===== src/sv/hdpwm_pkg.sv =====
`timescale 1ns / 1ps

package hdpwm_pkg;

	typedef enum logic [3:0] {
		REG_DRIVE_ENABLE      = 4'd0,
		REG_DETENT_COUNT      = 4'd1,
		REG_POLE_PAIR_COUNT   = 4'd2,
		REG_DIRECTION_REVERSE = 4'd3,
		REG_ELECTRICAL_OFFSET = 4'd4,
		REG_MAX_DRIVE_RATIO   = 4'd5,
		REG_DETENT_STRENGTH   = 4'd6,
		REG_STRENGTH_SCALE    = 4'd7
	} cfg_reg_t;

	localparam logic [14:0] RATIO_CAP   = 15'd32112;
	localparam logic [15:0] SCALE_MAX   = 16'd32768;
	localparam logic [15:0] GAIN_MAX    = 16'd32768;
	localparam logic [15:0] THIRD_TURN  = 16'd21845;
	localparam logic [16:0] HALF_Q16    = 17'd32768;
	localparam logic [16:0] ONE_Q16     = 17'd65536;
	localparam logic [31:0] ROUND_Q15   = 32'd16384;

	localparam logic [7:0]  RST_DETENT_COUNT    = 8'd24;
	localparam logic [6:0]  RST_POLE_PAIR_COUNT = 7'd7;
	localparam logic [15:0] RST_DETENT_STRENGTH = 16'd16384;
	localparam logic [15:0] RST_STRENGTH_SCALE  = 16'd32768;

	typedef struct packed {
		logic        drive_enable;
		logic [7:0]  detent_count;
		logic [6:0]  pole_pair_count;
		logic        direction_reverse;
		logic [13:0] electrical_offset;
		logic [14:0] ratio;
		logic [15:0] gain;
	} cfg_t;

	typedef struct packed {
		logic        neg;
		logic [14:0] mag;
	} sine_t;

	localparam logic [14:0] QSINE [33] = '{
		15'd0,     15'd1608,  15'd3212,  15'd4808,  15'd6392,  15'd7962,  15'd9512,
		15'd11039, 15'd12539, 15'd14010, 15'd15446, 15'd16846, 15'd18204, 15'd19519,
		15'd20787, 15'd22005, 15'd23170, 15'd24279, 15'd25329, 15'd26319, 15'd27245,
		15'd28105, 15'd28898, 15'd29621, 15'd30273, 15'd30852, 15'd31356, 15'd31785,
		15'd32137, 15'd32412, 15'd32609, 15'd32728, 15'd32767
	};

	function automatic sine_t sine_lookup(input logic [15:0] phase);
		logic [14:0] x;
		logic [5:0]  idx;
		logic [5:0]  idx_hi;
		logic [8:0]  frac;
		logic [14:0] lo;
		logic [14:0] hi;
		logic [20:0] step;
		sine_t       r;
		x = {1'b0, phase[13:0]};
		if (phase[14]) begin
			x = 15'd16384 - x;
		end
		idx = x[14:9];
		frac = x[8:0];
		idx_hi = (idx < 6'd32) ? idx + 6'd1 : idx;
		lo = QSINE[idx];
		hi = QSINE[idx_hi];
		step = 21'(hi - lo) * 21'(frac) + 21'd256;
		r.neg = phase[15];
		r.mag = lo + 15'(step[20:9]);
		return r;
	endfunction

endpackage


===== src/sv/hdpwm_cfg.sv =====
`timescale 1ns / 1ps

module hdpwm_cfg import hdpwm_pkg::*; (
	input  logic        clk,
	input  logic        arst_n,
	input  logic        cfg_we,
	input  logic [3:0]  cfg_index,
	input  logic [15:0] cfg_data,
	output cfg_t        cfg
);

	logic        drive_enable_q;
	logic [7:0]  detent_count_q;
	logic [6:0]  pole_pair_count_q;
	logic        direction_reverse_q;
	logic [13:0] electrical_offset_q;
	logic [14:0] max_drive_ratio_q;
	logic [15:0] detent_strength_q;
	logic [15:0] strength_scale_q;
	logic [14:0] ratio_q;
	logic [15:0] gain_q;

	logic [15:0] scale;
	logic [31:0] gain_prod;
	logic [17:0] gain_raw;

	always_ff @(posedge clk or negedge arst_n) begin
		if (!arst_n) begin
			drive_enable_q      <= 1'b0;
			detent_count_q      <= RST_DETENT_COUNT;
			pole_pair_count_q   <= RST_POLE_PAIR_COUNT;
			direction_reverse_q <= 1'b0;
			electrical_offset_q <= '0;
			max_drive_ratio_q   <= '0;
			detent_strength_q   <= RST_DETENT_STRENGTH;
			strength_scale_q    <= RST_STRENGTH_SCALE;
		end else if (cfg_we) begin
			case (cfg_reg_t'(cfg_index))
				REG_DRIVE_ENABLE:      drive_enable_q      <= cfg_data[0];
				REG_DETENT_COUNT:      detent_count_q      <= cfg_data[7:0];
				REG_POLE_PAIR_COUNT:   pole_pair_count_q   <= cfg_data[6:0];
				REG_DIRECTION_REVERSE: direction_reverse_q <= cfg_data[0];
				REG_ELECTRICAL_OFFSET: electrical_offset_q <= cfg_data[13:0];
				REG_MAX_DRIVE_RATIO:   max_drive_ratio_q   <= cfg_data[14:0];
				REG_DETENT_STRENGTH:   detent_strength_q   <= cfg_data;
				REG_STRENGTH_SCALE:    strength_scale_q    <= cfg_data;
				default: ;
			endcase
		end
	end

	assign scale     = (strength_scale_q > SCALE_MAX) ? SCALE_MAX : strength_scale_q;
	assign gain_prod = 32'(detent_strength_q) * 32'(scale);
	assign gain_raw  = gain_prod[31:14];

	always_ff @(posedge clk or negedge arst_n) begin
		if (!arst_n) begin
			gain_q  <= GAIN_MAX;
			ratio_q <= '0;
		end else begin
			gain_q  <= (gain_raw > 18'(GAIN_MAX)) ? GAIN_MAX : gain_raw[15:0];
			ratio_q <= (max_drive_ratio_q > RATIO_CAP) ? RATIO_CAP : max_drive_ratio_q;
		end
	end

	always_comb begin
		cfg.drive_enable      = drive_enable_q;
		cfg.detent_count      = detent_count_q;
		cfg.pole_pair_count   = pole_pair_count_q;
		cfg.direction_reverse = direction_reverse_q;
		cfg.electrical_offset = electrical_offset_q;
		cfg.ratio             = ratio_q;
		cfg.gain              = gain_q;
	end

endmodule


===== config.mk =====
export PLATFORM = sky130hd
export DESIGN_NAME = hdpwm_cfg
export DESIGN_NICKNAME = d
export VERILOG_FILES = /design/src/sv/hdpwm_pkg.sv /design/src/sv/hdpwm_cfg.sv
export SDC_FILE = /design/constraint.sdc
export NUM_CORES = 1
export LEC_CHECK = 0
export ABC_AREA = 1
export ABC_CLOCK_PERIOD_IN_PS = 9250
export BUFFER_PORTS_ARGS = -buffer_cell sky130_fd_sc_hd__buf_2
export CORE_ASPECT_RATIO = 1.2
export CORE_UTILIZATION = 30
export CTS_BUF_LIST = sky130_fd_sc_hd__clkbuf_16
export CTS_CLUSTER_DIAMETER = 30
export DETAILED_ROUTE_END_ITERATION = 8
export SKIP_LAST_GASP = 1
export SLEW_MARGIN = 20
export SYNTH_ARGS = -nofsm -noshare
export SYNTH_HDL_FRONTEND = slang
export SYNTH_SLANG_ARGS = --single-unit

===== constraint.sdc =====
create_clock -name clk -period 9.25 [get_ports clk]
set_clock_uncertainty 0.2 [all_clocks]
set_input_delay 1.85 -clock clk [delete_from_list [all_inputs] [get_ports clk]]
set_output_delay 1.85 -clock clk [all_outputs]
set_load 0.005 [all_outputs]

# [Word-level counts from Yosys, hierarchy flattened]
# Cells that the tools add are included.
[word_totals] regBits=109 in_bits=23 out_inout_bits=62
[op_classes] mul=1 n_lt_le_gt_ge=3 eq_ne=7 muxes=3 reduce_logical=9
[ops] cell="$mul 16x16->32" n=1
[ops] cell="$mux 16" n=2
[ops] cell="$gt 18x16->1 const B" n=1
[ops] cell="$eq 4x3->1 const B" n=4
[ops] cell="$gt 16x16->1 const B" n=1
[ops] cell="$reduce_and 2->1" n=8
[ops] cell="$gt 15x15->1 const B" n=1
[ops] cell="$mux 15" n=1
[ops] cell="$eq 4x2->1 const B" n=2
[ops] cell="$eq 4x1->1 const B" n=1
[ops] cell="$logic_not 4->1" n=1

# [Longest topological paths before layout]
[depth] depth_word=5 mapped_depth=42 depth_no_buf=39

# [Least setup slack after synthesis]
# No wires, ideal clock.
[synth_path] path_type="register -> register" start="register strength_scale_q[15]" end="register gain_q[6]" setup_time_ns=0.069 arrival_ns=6.951 t_required_ns=8.981 setup_slack_ns=2.030 path_stages_with_launch=42 n_path_buf=4 synth_period_minus_slack_ns=7.220 cell_sequence="dfstp_2 -> buf_4 -> inv_2 -> nor2_2 -> nand2_1 -> nor2_2 -> nand2_2 -> nand2_4 -> clkbuf_1 -> nand2_1 -> inv_1 -> clkbuf_1 -> nand2_1 -> fa_1 -> inv_1 -> fa_1 -> inv_1 -> fa_1 -> [... 6 more ...] -> ha_1 -> a21oi_1 -> nor2_1 -> nor2_1 -> a21boi_0 -> o21ai_0 -> a21oi_1 -> nand2_1 -> nand2_1 -> nand2_1 -> nor2_1 -> nand2_1 -> nor2_1 -> nand2_1 -> nand2_2 -> nand2_2 -> buf_6 -> nor2_2"
[synth_between] elab_chain_len=5
[synth_rtl] element="start, declared" line_no="hdpwm_cfg.sv:19" source="logic [15:0] strength_scale_q;"
[synth_rtl] element="start signal, assigned" line_no="hdpwm_cfg.sv:46" source="REG_STRENGTH_SCALE: strength_scale_q <= cfg_data;"
[synth_rtl] element="$gt 16x16->1" line_no="hdpwm_cfg.sv:52" source="assign scale = (strength_scale_q > SCALE_MAX) ? SCALE_MAX : strength_scale_q;"
[synth_rtl] element="$mux 16 (*)" line_no="hdpwm_cfg.sv:52"
[synth_rtl] element="$mul 16x16->32 (*)" line_no="hdpwm_cfg.sv:53" source="assign gain_prod = 32'(detent_strength_q) * 32'(scale);"
[synth_rtl] element="$gt 18x16->1" line_no="hdpwm_cfg.sv:61" source="gain_q <= (gain_raw > 18'(GAIN_MAX)) ? GAIN_MAX : gain_raw[15:0];"
[synth_rtl] element="$mux 16 (*)" line_no="hdpwm_cfg.sv:61"
[synth_rtl] element="end signal, assigned" line_no="hdpwm_cfg.sv:61"
[synth_rtl] element="end, declared" line_no="hdpwm_cfg.sv:21" source="logic [15:0] gain_q;"
# Mark *: on every way between the ends. The rest lies on a longest branch, timed or not.
# A chain may end at the register's enable or synchronous reset.

# [Worst setup path in the final report]
[layout_path] start="register strength_scale_q[15]" end="register gain_q[3]"
# Same word-level chain as after synthesis.

==> run summary <==
SETUP PATH
------------------------------------------------------------------------------------
Critical path data arrival time .......................................      8.22 ns
Type of the worst setup path ..........................................   reg -> reg
CP startpoint kind ....................................................         flop
CP Launch Point ....................................................... strength_scale_q[15]
Setup slack on the worst flop-to-flop path ............................      1.14 ns
Capture point of the worst path .......................................    gain_q[3]
RR Startpoint ......................................................... strength_scale_q[15]
Required @ worst endpoint .............................................      9.36 ns
Kind of end point of the critical path ................................         flop
Cell with the largest stage delay on the worst path ................... sky130_fd_sc_hd__dfstp_2
Cell depth of the worst flop-to-flop path .............................           37
FF-to-FF End ..........................................................    gain_q[3]
Peak fanout along the critical path ...................................           19
Critical Path Most Common Cell ........................................ sky130_fd_sc_hd__nand2_1
Worst path max stage delay ............................................      0.79 ns

ROUTING
------------------------------------------------------------------------------------
Detailed-route via count ..............................................         9954
Iteration-0 DRC Markers ...............................................          770
Detailed Route WL .....................................................     35.15 mm
Length of the first detailed-routing pass in iterations ...............            6
DR WL/cell ............................................................     16.71 µm
Vias per cell .........................................................        4.733
ANT nets after route ..................................................            0
Number of design rule violations left after detail routing ............            0

CLOCK NETWORK
------------------------------------------------------------------------------------
Cell at the root of the clock tree .................................... sky130_fd_sc_hd__clkbuf_16
Number of buffers inserted for hold repair after clock tree synthesis .            0
Post-CTS setup repair buffer count ....................................            0
Number of H-tree branching levels .....................................            3
Cells resized by post-CTS repair ......................................            0
CTS tree ..............................................................          yes
CTS sink cnt ..........................................................          109
Clock latency on the worst-skew pair ..................................      0.39 ns
Clock buffers created by TritonCTS ....................................            9
Deepest clock path buffer count .......................................            2
Clock transition at the registers of the reported paths ...............      0.08 ns

SYNTHESIS
------------------------------------------------------------------------------------
Largest cells by area after synthesis ................................. sky130_fd_sc_hd__fa_1 (31%), sky130_fd_sc_hd__dfrtp_1 (20%), sky130_fd_sc_hd__nand2_1 (10%)
Mapped Area ...........................................................    12480 µm²
Syn Area/Cell .........................................................    8.246 µm²
Synth unique cells ....................................................           39
Gate Count Post-Synth .................................................         1514
Mapped Nets ...........................................................         1831
Dominant register cell in the synthesized netlist ..................... sky130_fd_sc_hd__dfrtp_1
Number of enable flip-flop cells after synthesis ......................            0
Sequential-to-total area share from yosys stat ........................       0.2193
Async SR Flop Fraction ................................................        1.000
Yosys top cell by area ................................................ sky130_fd_sc_hd__fa_1
Yosys warning count ...................................................            0
Number of synthesized register bits ...................................          109
Fraction of post-synthesis cell area in the top cell type by area .....       0.3095

PWR
------------------------------------------------------------------------------------
IR Drop Worst-Case VDD ................................................    0.2515 mV
Cell Pwr Density ...................................................... 305.1 nW/µm²
Cell leakage power ....................................................     7.270 nW
Pwr Total .............................................................     4.176 mW

PLACE
------------------------------------------------------------------------------------
Post-detailed-placement half-perimeter wirelength .....................     28.86 mm
PortBufs ..............................................................           84
Placed inst area ......................................................    13370 µm²
Final RePlAce weighted congestion .....................................       0.9383

FLOORPLANNING
------------------------------------------------------------------------------------
Starting utilization of the core area .................................       0.3049
Standard cell core area ...............................................    40940 µm²
Die area ..............................................................    42440 µm²
I/O Pins ..............................................................           85
Height of the die .....................................................     225.5 µm
FP Rows ...............................................................           81
X dimension of the die ................................................     188.2 µm

GRT
------------------------------------------------------------------------------------
Initial antenna violation count .......................................            1
Via count of the first global-routing pass ............................        10690
Grt ovf ...............................................................            0
Largest net degree at the start of global routing .....................           64
First-pass GRT wire length ............................................     56.90 mm
Total Routing Usage GR ................................................       0.1758

TIMING
------------------------------------------------------------------------------------
Final setup viols .....................................................            0
Setup repair after global routing missed its margin ...................           no
Worst Max-Slew Pin Slew ...............................................    0.8954 ns
Final period utilization ..............................................       0.8770
Hold Vio Cnt, Final ...................................................            0
Final critical-path required period ...................................     8.112 ns
Highest achievable clock rate .........................................    123.3 MHz
Slew Limit Fails ......................................................            0
Sum of negative setup slack ...........................................         0 ns
Max-slew headroom at the worst pin ....................................       0.4016

CELLS AND AREA
------------------------------------------------------------------------------------
Layout-stage area growth over the synthesis result ....................       9.641%
Most common cell after layout, fill and taps aside .................... sky130_fd_sc_hd__nand2_1
Final Cell Area .......................................................    13690 µm²
Most frequent cells in the layout ..................................... sky130_fd_sc_hd__nand2_1 (338), sky130_fd_sc_hd__inv_1 (306), sky130_fd_sc_hd__fa_1 (193)
# nets final ..........................................................         1875
Proportion of layout cells with a drive suffix above 1 ................      0.08701

JOB
------------------------------------------------------------------------------------
Max-cap violation count ...............................................            0

MIN PATH
------------------------------------------------------------------------------------
Hold WC Path Type .....................................................   reg -> reg

RUN STATUS
------------------------------------------------------------------------------------
Outcome ............................................................... complete, no violations

==> synthesized netlist by cell type, types with 4 or more instances <==
library cell / n
sky130_fd_sc_hd__nor2_2: 13
sky130_fd_sc_hd__a21oi_1: 37
sky130_fd_sc_hd__ha_1: 101
sky130_fd_sc_hd__xnor2_1: 6
sky130_fd_sc_hd__inv_1: 306
sky130_fd_sc_hd__nand2_2: 6
sky130_fd_sc_hd__nand4_1: 4
sky130_fd_sc_hd__nand2_1: 338
sky130_fd_sc_hd__nor3_1: 10
sky130_fd_sc_hd__o21ai_0: 97
sky130_fd_sc_hd__nand3b_1: 4
sky130_fd_sc_hd__clkbuf_1: 47
sky130_fd_sc_hd__nor2_1: 182
sky130_fd_sc_hd__dfstp_2: 8
sky130_fd_sc_hd__dfrtp_1: 101
sky130_fd_sc_hd__nand3_1: 21
sky130_fd_sc_hd__clkinv_1: 6
sky130_fd_sc_hd__fa_1: 193
==> where the power goes <==
part	switching [mW]	total, mW	internal [mW]
registers	0.137	0.746	0.609
clock network	0.222	0.417	0.195
logic	1.92	3.01	1.10
total	2.27	4.18	1.90
==> metrics by stage <==
stage / cells / setup WS, ns / util / hold WS (ns)
after floorplan: 1514 / 2.030 / - / 0.2476
after global placement: 2086 / 1.193 / 0.3266 / 0.1972
after detailed placement: 2086 / 1.228 / 0.3266 / 0.1877
after CTS: 2102 / 1.192 / 0.3343 / 0.2094
after global routing: 2103 / 0.4778 / 0.3343 / 0.2340
final: 2103 / 1.138 / 0.3343 / 0.2095
==> how the worst min path moves through the flow <==
stage,start,end,depth (start not counted)
4_1_cts,max_drive_ratio_q[12],ratio_q[12],0
6_report,max_drive_ratio_q[12],ratio_q[12],0
3_3_place_gp,max_drive_ratio_q[11],ratio_q[11],0
3_5_place_dp,max_drive_ratio_q[12],ratio_q[12],0
5_1_grt,max_drive_ratio_q[12],ratio_q[12],0
2_1_floorplan,max_drive_ratio_q[8],ratio_q[8],2
==> logic make-up (layout without fill, tap and decap cells) <==
kind of cell / count (synthesis) / in the layout / share of synthesized area
XOR/XNOR: 9 / 9 / 0.006314
buffers and inverters: 365 / 414 / 0.1113
other: 0 / 1 / 0
adder cells (fa/ha/maj): 294 / 294 / 0.4107
flip-flops: 109 / 109 / 0.2193
AND/OR/NAND/NOR: 589 / 589 / 0.1903
AO/OA/AOI/OAI: 148 / 148 / 0.06204
==> critical path, delay by kind of cell (launching register included) <==
kind / cells / cell delay [ns]
buffers and inverters: 7 / 0.82
and+or+nand+nor: 20 / 2.20
AOI/OAI and AO/OA: 3 / 0.71
adders and majority gates: 7 / 3.31
DFF: 1 / 0.79
==> layer usage <==
layer	part of all wire	track usage	wire (µm)	up-vias
met2	0.53	0.3285	18640	325
met4	0.042	0.08183	1471	0
met3	0.053	0.01822	1861	81
met5	0	0	0	-
met1	0.37	0.1995	13180	4950
li1	-	-	-	4598
==> state kept, by name, indices dropped and copies added (netlist names) <==
register / cells
detent_count_q: 8
ratio_q: 15
drive_enable_q: 1
electrical_offset_q: 14
pole_pair_count_q: 7
detent_strength_q: 16
strength_scale_q: 16
direction_reverse_q: 1
gain_q: 16
max_drive_ratio_q: 15
==> cell type report <==
class,count,area (µm²)
sequential,109,2738
clock buffer,9,225.2
tap,539,674.4
timing repair buffer,85,430.4
inverter,313,1175
clock inverter,7,86.33
antenna,1,2.502
multi-input combinational,1040,8357
fill,4398,27260
(Power assumes the default switching activity.)
